$ cat config.mk
export PLATFORM = sky130hd
export DESIGN_NAME = i2c_master_byte_transfer_core_flat
export DESIGN_NICKNAME = d
export VERILOG_FILES = /design/src/hdl/i2cmb_pkg.sv /design/src/hdl/i2cmb_in_if.sv /design/src/hdl/i2cmb_out_if.sv /design/src/hdl/i2cmb_engine.sv /design/src/hdl/i2c_master_byte_transfer_core.sv /design/src/flat_wrapper.sv
export VERILOG_INCLUDE_DIRS = /design/src /design/src/hdl
export SDC_FILE = /design/constraint.sdc
export NUM_CORES = 1
export LEC_CHECK = 0
export BUFFER_PORTS_ARGS = -buffer_cell sky130_fd_sc_hd__buf_2
export CAP_MARGIN = 15
export CORE_UTILIZATION = 40
export CTS_BUF_LIST = sky130_fd_sc_hd__clkbuf_4 sky130_fd_sc_hd__clkbuf_8
export CTS_CLUSTER_DIAMETER = 80
export DETAILED_ROUTE_END_ITERATION = 10
export SLEW_MARGIN = 15
export SYNTH_ARGS = -nofsm -noshare
export SYNTH_HDL_FRONTEND = slang
export SYNTH_SLANG_ARGS = --single-unit
$ cat constraint.sdc
create_clock -name clk -period 4.7 [get_ports clk]
set_input_delay 0.705 -clock clk [delete_from_list [all_inputs] [get_ports clk]]
set_output_delay 0.705 -clock clk [all_outputs]
set_load 0.01 [all_outputs]
$ cat src/hdl/i2c_master_byte_transfer_core_defines.svh
// Assertion macros shared by the I2C byte transfer core.
// Each macro checks one implication on the rising clock edge, disabled in reset.
`ifndef I2C_MASTER_BYTE_TRANSFER_CORE_DEFINES_SVH
`define I2C_MASTER_BYTE_TRANSFER_CORE_DEFINES_SVH

`ifndef SYNTHESIS
// Same-cycle implication.
`define I2CMB_ASSERT_IMP(label, clk, rst_n, ante, cons) \
    label: assert property (@(posedge clk) disable iff (!rst_n) (ante) |-> (cons)) \
        else $error("i2cmb: same-cycle check failed");
// Next-cycle implication.
`define I2CMB_ASSERT_NEXT(label, clk, rst_n, ante, cons) \
    label: assert property (@(posedge clk) disable iff (!rst_n) (ante) |=> (cons)) \
        else $error("i2cmb: next-cycle check failed");
`else
`define I2CMB_ASSERT_IMP(label, clk, rst_n, ante, cons)
`define I2CMB_ASSERT_NEXT(label, clk, rst_n, ante, cons)
`endif

`endif

$ cat src/hdl/i2cmb_pkg.sv
package i2cmb_pkg;

    // Request kinds carried by an input item.
    localparam logic [1:0] KIND_TICK  = 2'd0;
    localparam logic [1:0] KIND_WRITE = 2'd1;
    localparam logic [1:0] KIND_READ  = 2'd2;

    localparam logic [3:0]  BITS_PER_BYTE     = 4'd8;
    localparam logic [15:0] PHASE_TICKS_RESET = 16'd4;

    // Fields of one input item.
    typedef struct packed {
        logic [1:0] kind;
        logic [7:0] device_address;
        logic [7:0] write_data;
        logic       scl_in;
        logic       sda_in;
    } request_t;

    // Fields of one result item.
    typedef struct packed {
        logic       scl_release;
        logic       sda_release;
        logic       busy_res;
        logic       done_res;
        logic       ack_ok;
        logic [7:0] read_data;
    } result_t;

endpackage

$ cat src/hdl/i2cmb_in_if.sv
// Input channel: one item per bus tick.
interface i2cmb_in_if;
    logic       valid;
    logic       ready;
    logic [1:0] kind;
    logic [7:0] device_address;
    logic [7:0] write_data;
    logic       scl_in;
    logic       sda_in;

    modport source (output valid, kind, device_address, write_data, scl_in, sda_in,
                    input ready);
    modport sink (input valid, kind, device_address, write_data, scl_in, sda_in,
                  output ready);
endinterface

$ cat src/hdl/i2cmb_out_if.sv
// Output channel: one result item per accepted input item.
interface i2cmb_out_if;
    logic       valid;
    logic       ready;
    logic       scl_release;
    logic       sda_release;
    logic       busy_res;
    logic       done_res;
    logic       ack_ok;
    logic [7:0] read_data;

    modport source (output valid, scl_release, sda_release, busy_res, done_res, ack_ok,
                    read_data, input ready);
    modport sink (input valid, scl_release, sda_release, busy_res, done_res, ack_ok,
                  read_data, output ready);
endinterface

$ cat src/hdl/i2cmb_engine.sv
`include "i2c_master_byte_transfer_core_defines.svh"

module i2cmb_engine
    import i2cmb_pkg::*;
(
    input  logic            clk,
    input  logic            rst_n,
    input  logic            step,
    input  request_t        req,
    input  logic [15:0]     phase_ticks,
    output result_t         res_next
);

    typedef enum logic [3:0] {
        PH_IDLE,
        PH_START,
        PH_TX_LOW,
        PH_TX_HIGH,
        PH_TXACK_LOW,
        PH_TXACK_HIGH,
        PH_RX_LOW,
        PH_RX_HIGH,
        PH_NACK_LOW,
        PH_NACK_HIGH,
        PH_STOP_LOW,
        PH_STOP_HIGH,
        PH_STOP_END
    } phase_t;

    phase_t      phase_reg, phase_next;
    logic [3:0]  bit_index_reg, bit_index_next;
    logic [7:0]  shift_byte_reg, shift_byte_next;
    logic [15:0] tick_counter_reg, tick_counter_next;
    logic        ack_flag_reg, ack_flag_next;
    logic        read_mode_reg, read_mode_next;
    logic [7:0]  held_data_reg, held_data_next;
    logic [7:0]  pending_data_reg, pending_data_next;
    logic        on_data_byte_reg, on_data_byte_next;

    logic [15:0] limit;
    logic        releases_scl;
    logic        stretched;
    logic        last_tick;
    logic        phase_end;
    logic        done;
    logic        start_req;

    // Phase timing: a zero length counts as one tick, and a phase that
    // releases SCL holds while a slave keeps the line low.
    assign limit = (phase_ticks == 16'd0) ? 16'd1 : phase_ticks;
    assign releases_scl = (phase_reg == PH_TX_HIGH) || (phase_reg == PH_TXACK_HIGH) ||
                          (phase_reg == PH_RX_HIGH) || (phase_reg == PH_NACK_HIGH) ||
                          (phase_reg == PH_STOP_HIGH);
    assign stretched = releases_scl && !req.scl_in;
    assign last_tick = ({1'b0, tick_counter_reg} + 17'd1) >= {1'b0, limit};
    assign phase_end = (phase_reg != PH_IDLE) && !stretched && last_tick;
    assign start_req = (phase_reg == PH_IDLE) &&
                       ((req.kind == KIND_WRITE) || (req.kind == KIND_READ));

    // Next state for one bus tick.
    always_comb
    begin
        phase_next        = phase_reg;
        bit_index_next    = bit_index_reg;
        shift_byte_next   = shift_byte_reg;
        tick_counter_next = tick_counter_reg;
        ack_flag_next     = ack_flag_reg;
        read_mode_next    = read_mode_reg;
        held_data_next    = held_data_reg;
        pending_data_next = pending_data_reg;
        on_data_byte_next = on_data_byte_reg;
        done              = 1'b0;

        if (start_req)
        begin
            read_mode_next    = (req.kind == KIND_READ);
            shift_byte_next   = {req.device_address[7:1],
                                 req.device_address[0] | (req.kind == KIND_READ)};
            pending_data_next = req.write_data;
            on_data_byte_next = 1'b0;
            bit_index_next    = 4'd0;
            tick_counter_next = 16'd0;
            phase_next        = PH_START;
        end
        else if (phase_reg != PH_IDLE && !stretched)
        begin
            tick_counter_next = last_tick ? 16'd0 : tick_counter_reg + 16'd1;
        end

        if (phase_end)
        begin
            unique case (phase_reg)
                PH_IDLE:
                begin
                end
                PH_START:
                begin
                    bit_index_next = 4'd0;
                    phase_next     = PH_TX_LOW;
                end
                PH_TX_LOW:
                begin
                    phase_next = PH_TX_HIGH;
                end
                PH_TX_HIGH:
                begin
                    shift_byte_next = {shift_byte_reg[6:0], 1'b0};
                    bit_index_next  = bit_index_reg + 4'd1;
                    phase_next      = (bit_index_next >= BITS_PER_BYTE) ? PH_TXACK_LOW
                                                                         : PH_TX_LOW;
                end
                PH_TXACK_LOW:
                begin
                    phase_next = PH_TXACK_HIGH;
                end
                PH_TXACK_HIGH:
                begin
                    // An acknowledge is SDA pulled low by the slave.
                    ack_flag_next  = !req.sda_in;
                    bit_index_next = 4'd0;
                    if (read_mode_reg)
                    begin
                        shift_byte_next = 8'd0;
                        phase_next      = PH_RX_LOW;
                    end
                    else if (!on_data_byte_reg)
                    begin
                        on_data_byte_next = 1'b1;
                        shift_byte_next   = pending_data_reg;
                        phase_next        = PH_TX_LOW;
                    end
                    else
                    begin
                        phase_next = PH_STOP_LOW;
                    end
                end
                PH_RX_LOW:
                begin
                    phase_next = PH_RX_HIGH;
                end
                PH_RX_HIGH:
                begin
                    shift_byte_next = {shift_byte_reg[6:0], req.sda_in};
                    bit_index_next  = bit_index_reg + 4'd1;
                    if (bit_index_next >= BITS_PER_BYTE)
                    begin
                        held_data_next = shift_byte_next;
                        phase_next     = PH_NACK_LOW;
                    end
                    else
                    begin
                        phase_next = PH_RX_LOW;
                    end
                end
                PH_NACK_LOW:
                begin
                    phase_next = PH_NACK_HIGH;
                end
                PH_NACK_HIGH:
                begin
                    phase_next = PH_STOP_LOW;
                end
                PH_STOP_LOW:
                begin
                    phase_next = PH_STOP_HIGH;
                end
                PH_STOP_HIGH:
                begin
                    phase_next = PH_STOP_END;
                end
                PH_STOP_END:
                begin
                    phase_next = PH_IDLE;
                    done       = 1'b1;
                end
                default:
                begin
                    phase_next = PH_IDLE;
                end
            endcase
        end
    end

    // Line levels and status as they stand after the tick.
    always_comb
    begin
        res_next.scl_release = 1'b1;
        res_next.sda_release = 1'b1;
        unique case (phase_next)
            PH_START:
            begin
                res_next.sda_release = 1'b0;
            end
            PH_TX_LOW:
            begin
                res_next.scl_release = 1'b0;
                res_next.sda_release = shift_byte_next[7];
            end
            PH_TX_HIGH:
            begin
                res_next.sda_release = shift_byte_next[7];
            end
            PH_TXACK_LOW, PH_RX_LOW, PH_NACK_LOW:
            begin
                res_next.scl_release = 1'b0;
            end
            PH_STOP_LOW:
            begin
                res_next.scl_release = 1'b0;
                res_next.sda_release = 1'b0;
            end
            PH_STOP_HIGH:
            begin
                res_next.sda_release = 1'b0;
            end
            default:
            begin
            end
        endcase
        res_next.busy_res  = (phase_next != PH_IDLE);
        res_next.done_res  = done;
        res_next.ack_ok    = ack_flag_next;
        res_next.read_data = held_data_next;
    end

    // State registers advance only on an accepted item.
    always_ff @(posedge clk or negedge rst_n)
    begin
        if (!rst_n)
        begin
            phase_reg        <= PH_IDLE;
            bit_index_reg    <= 4'd0;
            shift_byte_reg   <= 8'd0;
            tick_counter_reg <= 16'd0;
            ack_flag_reg     <= 1'b0;
            read_mode_reg    <= 1'b0;
            held_data_reg    <= 8'd0;
            pending_data_reg <= 8'd0;
            on_data_byte_reg <= 1'b0;
        end
        else if (step)
        begin
            phase_reg        <= phase_next;
            bit_index_reg    <= bit_index_next;
            shift_byte_reg   <= shift_byte_next;
            tick_counter_reg <= tick_counter_next;
            ack_flag_reg     <= ack_flag_next;
            read_mode_reg    <= read_mode_next;
            held_data_reg    <= held_data_next;
            pending_data_reg <= pending_data_next;
            on_data_byte_reg <= on_data_byte_next;
        end
    end

    // The counter is cleared whenever the bus rests.
    `I2CMB_ASSERT_IMP(a_idle_counter_clear, clk, rst_n, phase_reg == PH_IDLE, tick_counter_reg == 16'd0)
    // The bit counter never runs past one byte.
    `I2CMB_ASSERT_IMP(a_bit_index_range, clk, rst_n, 1'b1, bit_index_reg <= BITS_PER_BYTE)
    // A request taken while idle always opens with a start condition.
    `I2CMB_ASSERT_NEXT(a_start_follows_request, clk, rst_n, step && start_req, phase_reg == PH_START)

endmodule

$ cat src/hdl/i2c_master_byte_transfer_core.sv
// I2C master for one single-byte write or read. Each input item is one tick of the
// bus machine: it carries the sampled SCL/SDA levels and, while the core is idle,
// an optional write or read request. Every accepted item yields exactly one result
// item showing the open-drain line controls and status after that tick, delivered
// in the next cycle from an output register. The core takes one item per clock;
// the input stalls only while a result sits unclaimed in the output
// register and the sink is not ready. Each bus machine phase lasts cfg_write_data
// ticks as last written (reset 4, zero acts as one), and phases that release SCL
// wait while a slave holds it low.
`include "i2c_master_byte_transfer_core_defines.svh"

module i2c_master_byte_transfer_core
    import i2cmb_pkg::*;
(
    input  logic          clk,
    input  logic          rst_n,
    input  logic          cfg_write_en,
    input  logic [15:0]   cfg_write_data,
    i2cmb_in_if.sink      req,
    i2cmb_out_if.source   res
);

    logic [15:0] phase_ticks_reg;
    logic        out_valid_reg;
    result_t     result_reg;
    result_t     result_next;
    request_t    req_item;
    logic        step;

    // Phase length register.
    always_ff @(posedge clk or negedge rst_n)
    begin
        if (!rst_n)
        begin
            phase_ticks_reg <= PHASE_TICKS_RESET;
        end
        else if (cfg_write_en)
        begin
            phase_ticks_reg <= cfg_write_data;
        end
    end

    // Input handshake: take an item whenever the output register is free or drains.
    assign req.ready = !out_valid_reg || res.ready;
    assign step      = req.valid && req.ready;

    assign req_item.kind           = req.kind;
    assign req_item.device_address = req.device_address;
    assign req_item.write_data     = req.write_data;
    assign req_item.scl_in         = req.scl_in;
    assign req_item.sda_in         = req.sda_in;

    i2cmb_engine u_engine (
        .clk         (clk),
        .rst_n       (rst_n),
        .step        (step),
        .req         (req_item),
        .phase_ticks (phase_ticks_reg),
        .res_next    (result_next)
    );

    // Output register.
    always_ff @(posedge clk or negedge rst_n)
    begin
        if (!rst_n)
        begin
            out_valid_reg <= 1'b0;
        end
        else if (step)
        begin
            out_valid_reg <= 1'b1;
        end
        else if (res.ready)
        begin
            out_valid_reg <= 1'b0;
        end
    end

    always_ff @(posedge clk)
    begin
        if (step)
        begin
            result_reg <= result_next;
        end
    end

    assign res.valid       = out_valid_reg;
    assign res.scl_release = result_reg.scl_release;
    assign res.sda_release = result_reg.sda_release;
    assign res.busy_res    = result_reg.busy_res;
    assign res.done_res    = result_reg.done_res;
    assign res.ack_ok      = result_reg.ack_ok;
    assign res.read_data   = result_reg.read_data;

    // Every accepted item produces a result in the next cycle.
    `I2CMB_ASSERT_NEXT(a_result_after_accept, clk, rst_n, step, out_valid_reg)
    // A finished transfer is never reported as still busy.
    `I2CMB_ASSERT_IMP(a_done_not_busy, clk, rst_n, out_valid_reg && result_reg.done_res, !result_reg.busy_res)
    // A pending unclaimed result blocks the input.
    `I2CMB_ASSERT_IMP(a_stall_blocks_input, clk, rst_n, out_valid_reg && !res.ready, !req.ready)

endmodule
$ cat src/flat_wrapper.sv
// flat-port wrapper written by rule: the top's interface ports become plain ports
module i2c_master_byte_transfer_core_flat import i2cmb_pkg::*;
  (clk, rst_n, cfg_write_en, cfg_write_data, req_valid, req_kind, req_device_address, req_write_data, req_scl_in, req_sda_in, req_ready, res_valid, res_scl_release, res_sda_release, res_busy_res, res_done_res, res_ack_ok, res_read_data, res_ready);
  i2cmb_in_if req_i ();
  i2cmb_out_if res_i ();
  input  logic clk;
  input  logic rst_n;
  input  logic cfg_write_en;
  input  logic [15:0] cfg_write_data;
  input wire logic [$bits(req_i.valid)-1:0] req_valid;
  input wire logic [$bits(req_i.kind)-1:0] req_kind;
  input wire logic [$bits(req_i.device_address)-1:0] req_device_address;
  input wire logic [$bits(req_i.write_data)-1:0] req_write_data;
  input wire logic [$bits(req_i.scl_in)-1:0] req_scl_in;
  input wire logic [$bits(req_i.sda_in)-1:0] req_sda_in;
  output wire logic [$bits(req_i.ready)-1:0] req_ready;
  output wire logic [$bits(res_i.valid)-1:0] res_valid;
  output wire logic [$bits(res_i.scl_release)-1:0] res_scl_release;
  output wire logic [$bits(res_i.sda_release)-1:0] res_sda_release;
  output wire logic [$bits(res_i.busy_res)-1:0] res_busy_res;
  output wire logic [$bits(res_i.done_res)-1:0] res_done_res;
  output wire logic [$bits(res_i.ack_ok)-1:0] res_ack_ok;
  output wire logic [$bits(res_i.read_data)-1:0] res_read_data;
  input wire logic [$bits(res_i.ready)-1:0] res_ready;
  assign req_i.valid = req_valid;
  assign req_i.kind = req_kind;
  assign req_i.device_address = req_device_address;
  assign req_i.write_data = req_write_data;
  assign req_i.scl_in = req_scl_in;
  assign req_i.sda_in = req_sda_in;
  assign req_ready = req_i.ready;
  assign res_valid = res_i.valid;
  assign res_scl_release = res_i.scl_release;
  assign res_sda_release = res_i.sda_release;
  assign res_busy_res = res_i.busy_res;
  assign res_done_res = res_i.done_res;
  assign res_ack_ok = res_i.ack_ok;
  assign res_read_data = res_i.read_data;
  assign res_i.ready = res_ready;
  i2c_master_byte_transfer_core u_core (.clk(clk), .rst_n(rst_n), .cfg_write_en(cfg_write_en), .cfg_write_data(cfg_write_data), .req(req_i), .res(res_i));
endmodule
Yosys cells after proc, flatten, opt, wreduce, memory -nomap -nowiden
Cells that the tools add are included.
- reduce and logical (&&, ||, !) cells: 28
- equal/unequal tests: 22
- div/mod/pow operators: 0
- bitwise logic cells: 1
- $mul: 0
- $lt $le $gt $ge: 2
- add/sub/neg operators: 3
- shift operators: 0
- muxes and demuxes: 34
- operator list (cell ; number):
    $mux 16 ; 4
    $mux 8 ; 7
    $pmux 4 s12 ; 1
    $eq 4x4->1 const B ; 8
    $mux 4 ; 7
    $eq 4x3->1 const B ; 6
    $pmux 8 s3 ; 1
    $add 16x1->17 const B ; 1
    $ge 17x16->1 ; 1
    $add 16x1->16 const B ; 1
    $eq 4x2->1 const B ; 4
    $logic_not 16->1 ; 1
    $mux 1 ; 11
    $eq 4x1->1 const B ; 2
    $pmux 4 s2 ; 1
    $reduce_bool 4->1 ; 2
    $logic_or 1x1->1 ; 6
    $reduce_or 2->1 ; 3
    $logic_and 1x1->1 ; 5
    $reduce_or 5->1 ; 1
    $add 4x1->4 const B ; 1
    $ge 4x4->1 const B ; 1
    $logic_not 1->1 ; 4
    $logic_not 4->1 ; 1
    8 further kinds ; 10
- memory bits (read-only): 0
- word-level logic and storage cells: 107
- memories: 0
- bits in registers: 81
- latch bits: 0
- input port bits: 41
- memory bits (writable): 0

Longest topological paths before layout
Gate-level depths: netlist of the first run.
- depth after elaboration: 13
- mapped depth: 17

Hierarchy
Synthesis of the first run repeated with hierarchy kept, for this count alone.
- cells, all modules: 408
- area total of the unflattened synthesis: 4581.9 µm²
- modules (own cells, without submodules) (module ; times used ; cells an instance ; sequential area each (µm²) ; area each (µm²)):
    i2cmb_engine ; 1 ; 357 ; 1276.2 ; 3497.1
    i2c_master_byte_transfer_core ; 1 ; 51 ; 817.0 ; 1084.8

Least setup slack after synthesis of the first run
Ideal clock, no wire load.
- kind: register to register
- start point: register u_core.u_engine.tick_counter_reg[2]
- end point: register u_core.result_reg, in the netlist u_core.res.read_data[0] (data pin)
- path buffers: 1
- stages on the path, launching flop included: 16
- setup time: 0.260 ns
- slack: 0.820 ns
- data arrival time: 3.620 ns
- cells stage by stage: dfrtp_1 -> and2_1 -> nand4_1 -> or2_2 -> buf_2 -> nor2_1 -> nand3_1 -> xnor2_1 -> ha_1 -> a21oi_1 -> nand2_1 -> a221oi_1 -> o211a_2 -> nor2_1 -> nand4_1 -> mux2_2
- RTL lines (item ; line ; RTL):
    start, declared ; i2cmb_engine.sv:33 ; logic [15:0] tick_counter_reg, tick_counter_next;
    start signal, assigned ; i2cmb_engine.sv:246 ; tick_counter_reg <= tick_counter_next;
    end signal, assigned ; i2c_master_byte_transfer_core.sv:83 ; result_reg <= result_next;
    end, declared ; i2c_master_byte_transfer_core.sv:25 ; result_t result_reg;

==> results of run 1 <==
==> path summary, 6_finish.rpt <==
| path | to | slack (ns) | cells past startpoint |
|---|---|---|---|
| worst max-delay path | u_core.res.busy_res | 0.36 | 14 |
| worst min-delay path | u_core.u_engine.held_data_reg[4] | 0.31 | 1 |
| worst max register to register | u_core.res.busy_res | 0.36 | 14 |
| worst min register to register | u_core.u_engine.shift_byte_reg[7] | 0.50 | 2 |
| max in group asynchronous | u_core.u_engine.tick_counter_reg[14] | 3.39 | 2 |
| min in group clk | u_core.u_engine.shift_byte_reg[7] | 0.50 | 2 |
==> synthesized netlist by cell type (8+ instances only) <==
library cell	count	area [um2]
clkbuf_1	14	52.6
mux2_2	28	315
edfxtp_1	13	390
ha_1	19	238
dfrtp_1	67	1680
a32o_1	8	80.1
xnor2_1	10	87.6
o21ai_0	42	210
and3_1	8	50.1
nand4_1	11	68.8
nand2_1	51	191
inv_1	25	93.8
a22o_1	9	78.8
nor2_1	20	75.1
nand3_1	9	45.0
==> cell type report <==
class                           instances  area [um2]
Fill cell                            1027        5740
Clock buffer                            9         124
Multi-Input combinational cell        314        2240
Clock inverter                          7        80.1
Tap cell                              140         175
Sequential cell                        81        2090
Timing Repair Buffer                   61         333
Inverter                               26        97.6
==> cells by family after synthesis <==
| logic type | Yosys count | synth area share [%] |
|---|---|---|
| muxes | 31 | 7.68 |
| adders and majority gates | 19 | 5.28 |
| and+or+nand+nor | 132 | 14.9 |
| buffers and inverters | 44 | 3.78 |
| DFF | 81 | 46.5 |
| AOI/OAI and AO/OA | 117 | 18.7 |
| xor gates and xnor gates | 15 | 3.09 |
==> power by group <==
| part | internal (uW) | switching [uW] |
|---|---|---|
| sequential | 831 | 142 |
| clock | 250 | 276 |
| combinational | 200 | 257 |
| total | 1280 | 674 |
==> per-stage QoR <==
step	hold WS (ns)	utilization (%)	instance area, um2
floorplan	0.409	-	4500
global placement	0.474	45.1	4910
detailed placement	0.479	45.1	4910
CTS	0.323	47.0	5120
global route	0.354	47.3	5150
finish	0.311	47.3	5150
==> per-layer routing <==
| metal | GRT usage (%) | wire (um) |
|---|---|---|
| met1 | 29.2 | 5410 |
| met2 | 26.1 | 4330 |
| met5 | 0 | 0 |
| met3 | 3.62 | 518 |
| met4 | 6.95 | 155 |
==> critical path: stages (launching register included) <==
cell,delay [ns]
dfrtp_1,0.44
and2_1,0.20
nand4_1,0.22
or2_2,0.42
nor2_1,0.20
nand3_1,0.12
xnor2_1,0.29
ha_1,0.32
nand4_1,0.16
nor3_1,0.08
a221oi_1,0.54
o211a_4,0.35
o41ai_2,0.12
a2111oi_1,0.50
nand2b_1,0.11
==> what timing repair did <==
action                                  CTS  global route
endpoints found under the setup margin    0            10
resized for setup                         0             2
buffers inserted                          0             1
==> flow_results.org, run 1 <==
** Critical path
- Required time at the worst-slack endpoint :: around 4.8 ns
- Critical Path Fanout Max :: 12
- Kind of start point of the critical path :: flip-flop
- STA puts the critical path data arrival time at ~4.4 ns.
- Worst reg2reg startpoint :: u_core.u_engine.tick_counter_reg[2]
- Element type at the critical path end :: flip-flop
- Tracing the worst setup path back leads to its startpoint at u_core.u_engine.tick_counter_reg[2].
- Start-to-end type of the worst setup path :: reg2reg

** Clock network
- CTS built an H-tree with a depth of 3.
- TritonCTS built the clock tree.
- Root buffer cell :: clkbuf_8
- Clock-pin transition on the worst setup and hold timing paths :: around 0.090 ns
- Clock buffers created by TritonCTS :: 9
- Max clock buf depth :: 2
- CTS Hold Bufs :: 0
- At the later pin of the worst-skew pair, clock insertion delay measures 0.36 ns.
- The clock net in this run drives a total of about 80 sinks.

** Floorplanning
- Area inside the core boundary :: between 10000 and 15000 um2
- Number of placement rows :: 38
- X dimension of the die :: 108 um
- Once the floorplan was initialized, standard cells occupied approximately 41% of the core.
- Overall die area :: 11700 um2
- Vert. Die Dim :: ~110 um
- Ports :: 56

** Placement
- Placer congestion estimate :: between 0.9 and 1
- Placed Cells :: approximately 620
- After legalization and detailed placement, the total HPWL measured 7.56 mm.
- Post-Place Worst Slack :: 0.216 ns
- The count of buffers added on input and output ports is 55.

** Timing
- Number of pins exceeding their max-slew limit in the final report :: 0
- Setup repair after global routing missed its margin :: false
- Worst relative slew slack :: approximately a quarter
- For the finished layout, the period the worst path requires is about 4.3 ns.
- Pin slew with the least headroom to its limit :: 1.14 ns
- Setup slack closes at approximately 0.36 ns.
- Setup violations remaining at the end of the flow were counted as 0.
- Total Neg Setup Slack :: 0 ns
- The number of failing hold endpoints at the final stage was 0.
- The final critical path takes up ~92% of the cycle.
- Clock skew after layout :: roughly 0.0084 ns
- Maximum operating frequency :: between 0.2 and 0.25 GHz

** Worst hold path
- The tightest min-delay check is of the in2async type.

** GRT
- Entering global routing, the biggest net connects 45 pins.
- The first global-routing pass estimated roughly 17 mm of wire.
- Vias in the first global route :: 3302
- Global routing usage summed across all routing layers :: between 10% and 20%
- Summed over all layers, the global routing overflow is 0.
- Antenna violations before repair :: 0

** Routing
- For this block, the initial DRC count from the detailed router was roughly 280.
- Vias per inst :: 5.63
- Total vias in the final route :: ~3600
- Routed WL :: between 10 and 15 mm
- After detailed routing, the average wire length per cell comes to between 15 and 20 um.
- In this run the remaining antenna-violating nets after routing total 0.
- The first detailed-routing pass ran for 4 iterations.
- In the routed design, unresolved DRC markers number 0.

** Yosys
- Number of enable-type register cells in the synthesized netlist :: 13
- Number of distinct library cells after synthesis :: 61
- Synth Area per Inst :: 10.2 um2
- After synthesis the netlist holds a flip-flop and latch count of 81.
- In the synthesized netlist the async set-or-reset flop fraction comes to 84.0%.
- Mapped Cells :: approximately 440
- Post-synthesis cell area :: roughly 4500 um2
- Synth Net Count :: about 500
- Yosys synthesis warning count :: 0
- Share of the yosys chip area belonging to registers :: 46.5%
- For this run, the leading register cell type out of synthesis is dfrtp_1.

** Finish
- Fraction of final layout cells sized beyond drive strength 1 :: around a quarter
- Most frequent cells in the layout :: dfrtp_1, buf_2, nand2_1
- From synthesis to final layout, the design area changed by 14.4%.
- Most common cell after layout, fill and taps aside :: dfrtp_1
- Final net count :: 553
- Fin cells :: roughly 640
- 0 antenna diodes ended up in the layout.

** Pwr
- For this design the ratio of total power to cell area is between 300 and 400 nW/um2.
- Maximum resistive drop on vdd :: 0.156 mV
- After layout, the design draws a total of ~2000 uW.
- Leakage :: ~0.0024 uW

** Status
- The run finished with clean final reports.

** Run
- The tool flagged a number of max-cap violations equal to 0.
(Power assumes the default switching activity.)
==> run 2: changes to the inputs <==
--- a/config.mk
+++ b/config.mk
@@ -12,6 +12,7 @@
 export CTS_BUF_LIST = sky130_fd_sc_hd__clkbuf_4 sky130_fd_sc_hd__clkbuf_8
 export CTS_CLUSTER_DIAMETER = 80
 export DETAILED_ROUTE_END_ITERATION = 10
+export GPL_TIMING_DRIVEN = 0
 export SLEW_MARGIN = 15
 export SYNTH_ARGS = -nofsm -noshare
 export SYNTH_HDL_FRONTEND = slang
==> flow_results.org, run 2 (synthesis gave the netlist of run 1 again) <==
** Finish
- Filler instances :: 1039 (+1.2%)
- Fin cells :: 652 (+2.2%)
- The final antenna diode count came to 0 (unchanged).
- Final core area utilization :: 48.6% (+1.3 points)
- Most common cell after layout, fill and taps aside :: dfrtp_1
- Final instance area :: 5290 um2 (+2.7%)
- The number of nets in the layout came to 567 (+2.5%).
- Fraction of final layout cells sized beyond drive strength 1 :: 24.0% (+0.53 points)
- Growth of design area from synthesis to finish :: 17.5%
- In the layout the commonest cells are dfrtp_1, buf_2, nand2_1.

** Status
- Run status :: finished clean

** Routing
- Residual DRC count :: 0 (unchanged)
- Vias per inst :: 5.54 (-1.4%)
- Total vias in the final route :: 3615 (+0.72%)
- The first-pass iteration count of the detailed router was 5 (+1).
- The violation count after the first detailed-route iteration is 285 (+1.4%).
- The detailed-route wire length came to 10.7 mm (+3.1%).
- Routed len/inst :: 16.5 um (+0.87%)
- Antenna violation net count after detailed routing :: 0 (unchanged)

** Floorplanning
- Area inside the core boundary :: 10900 um2 (unchanged)
- Starting Density :: 41.3% (unchanged)
- The count of boundary I/O pins was 56 (unchanged).
- Number of placement rows :: 38 (unchanged)
- Vert. Die Dim :: 108 um (unchanged)
- The width of the chip was 108 um (unchanged).
- Overall die area :: 11700 um2 (unchanged)

** GRT
- Global routing usage summed across all routing layers :: 19.6% (+0.54 points)
- The met3 usage in global routing was 3.68% (+0.060 points).
- The pin count of the biggest net entering global routing was 43 (-4.4%).
- Vias in the first global route :: 3465 (+4.9%)
- Met1 capacity usage during global routing :: 28.7% (-0.52 points)
- Remaining global-route overflow :: 0 (unchanged)
- GRT busiest layer :: met1
- Met2 Usage GRT :: 28.6% (+2.5 points)
- The number of antenna violations at the first check in global routing is 0 (unchanged).
- Global-route wire length before repair :: 17.4 mm (+2.4%)

** Pwr
- The peak supply drop was 0.173 mV (+11%).
- Switch share :: 31.1% (-3.4 points)
- Net switching power :: 658 uW (-2.4%)
- Power per standard cell area :: 400 nW/um2 (+5.3%)
- The cell internal power dissipation is 1460 uW (+14%).
- Flop pwr share :: 45.0% (-4.8 points)
- Combinational Power Share :: 23.3% (about the same)
- The power share of the clock group is 31.7% (+4.8 points).
- Leakage :: 0.00242 uW (+2.7%)
- Overall power :: 2110 uW (+8.2%)

** Clock network
- Number of levels in the clock H-tree :: 3 (unchanged)
- Source-to-sink clock delay at the later pin of the worst-skew pair :: 0.36 ns (about the same)
- Clock buffers created by TritonCTS :: 9 (unchanged)
- Clk sink count :: 81 (unchanged)
- Clock tree synthesis selected as its root buffer the cell clkbuf_8.
- Clock-pin transition on the worst setup and hold timing paths :: 0.08 ns (about the same)
- The maximum number of buffers from clock root to sink is 2 (unchanged).
- CTS Hold Bufs :: 0 (unchanged)
- TritonCTS built the clock tree.

** Timing
- The max-slew violation total from the final report was 0 (unchanged).
- Pin slew with the least headroom to its limit :: 0.828 ns (-0.311 ns)
- Final worst path period share :: 94.6% (+2.4 points)
- The worst-case hold slack came to 0.249 ns (-0.0619 ns).
- The post-route clock skew came to 0.0112 ns (+0.00279 ns).
- The fmax is 0.225 GHz (-2.5%).
- The final setup violation count is 0 (unchanged).
- Minimum clock period :: 4.45 ns (+0.111 ns)
- Worst relative slew slack :: 44.3% (+21 points)
- The number of failing hold endpoints at the final stage came to 0 (unchanged).

** Placement
- Total of buffers placed on input and output ports :: 55 (unchanged)
- Estimated wirelength of the detail-placed design :: 7.95 mm (+5.2%)
- Cell Area, Placed :: 4970 um2 (+1.2%)
- The final weighted congestion in routability-driven placement is 0.873 (-5.2%).
- Placed Cells :: 635 (+2.3%)

** Critical path
- The data required time at the worst endpoint came to 4.81 ns (about the same).
- The maximum fanout encountered on the critical timing path came to 10 (-2).
- The largest incremental delay on the critical path was 0.45 ns (-0.09 ns).
- Slowest CP cell :: dfrtp_1
- Start-to-end type of the worst setup path :: reg2reg
- Data arrival time of the critical path :: 4.55 ns (+0.11 ns)
- STA classifies the critical path startpoint as a flip-flop.
- The worst setup path is captured at a flip-flop.
- The path depth of the worst reg2reg path was 16 (+2).
- Critical-path cell list :: and2_1 > nand4_1 > or2_2 > buf_2 > nor2_2 > nand3_1 > xnor2_2 > ha_1 > nand4_1 > nor3_2 > a41oi_1 > o211a_2 > buf_2 > o21ai_0 > o311ai_1 > a211o_1

** Worst hold path
- Tightest Hold Check Type :: in2async

** Run
- # Max-Cap Violations :: 0 (unchanged)
-- run 2: path summary, 6_finish.rpt --
| kind | startpoint | endpoint | slack (ns) |
|---|---|---|---|
| max | u_core.u_engine.tick_counter_reg[2] | u_core.res.scl_release | 0.25 |
| min | rst_n | u_core.u_engine.held_data_reg[2] | 0.25 |
| max reg2reg | u_core.u_engine.tick_counter_reg[2] | u_core.res.scl_release | 0.25 |
| min reg2reg | u_core.u_engine.shift_byte_reg[7] | u_core.u_engine.shift_byte_reg[7] | 0.49 |
| min in group clk | u_core.u_engine.shift_byte_reg[7] | u_core.u_engine.shift_byte_reg[7] | 0.49 |
| max in group asynchronous | rst_n | u_core.phase_ticks_reg[2] | 3.84 |
-- run 2: stage by stage --
| step | setup slack (ns) | setup TNS, ns |
|---|---|---|
| global placement | 0.114 | 0 |
| finish | 0.253 | 0 |
| CTS | 0.0305 | 0 |
| detailed placement | 0.0836 | 0 |
| floorplan | 0.820 | 0 |
| global route | -0.0503 | -0.0503 |
-- run 2: metal layers --
layer | part of all wire, % | vias up
met4 | 1.2 | 0
met1 | 50 | 1736
li1 | - | 1775
met3 | 5.8 | 12
met5 | 0 | -
met2 | 43 | 92
-- run 2: power groups by stage --
stage	clock (uW)	sequential, uW	combinational (uW)
3_5_place_dp	0	964	488
5_1_grt	718	972	558
6_report	670	952	492
3_3_place_gp	0	959	477
2_1_floorplan	0	922	349
4_1_cts	683	950	490
-- run 2: final cells by class --
| type | instances | area, um2 | area share [%] |
|---|---|---|---|
| buffer | 18 | 73.8 | 1.40 |
| clock inverter | 5 | 128 | 2.41 |
| tap | 140 | 175 | 3.31 |
| clock buffer | 11 | 139 | 2.63 |
| timing repair buffer | 57 | 318 | 6.01 |
| sequential | 81 | 2090 | 39.6 |
| multi-input combinational | 314 | 2260 | 42.8 |
| inverter | 26 | 97.6 | 1.85 |
-- run 2: critical path: cells and delay by family, from the launching register on --
family / cells / cell delay (ns)
buf+inv: 2 / 0.38
compound gates: 5 / 1.26
simple gates: 7 / 1.57
xor+xnor: 1 / 0.20
fa+ha+maj: 1 / 0.34
flops: 1 / 0.45
-- run 2: repair_timing --
action | 4_1_cts | 5_1_grt
setup buffers | 0 | 1
setup endpoints to repair | 0 | 33
endpoints found under the hold margin | 0 | 0
gates resized for setup | 0 | 6
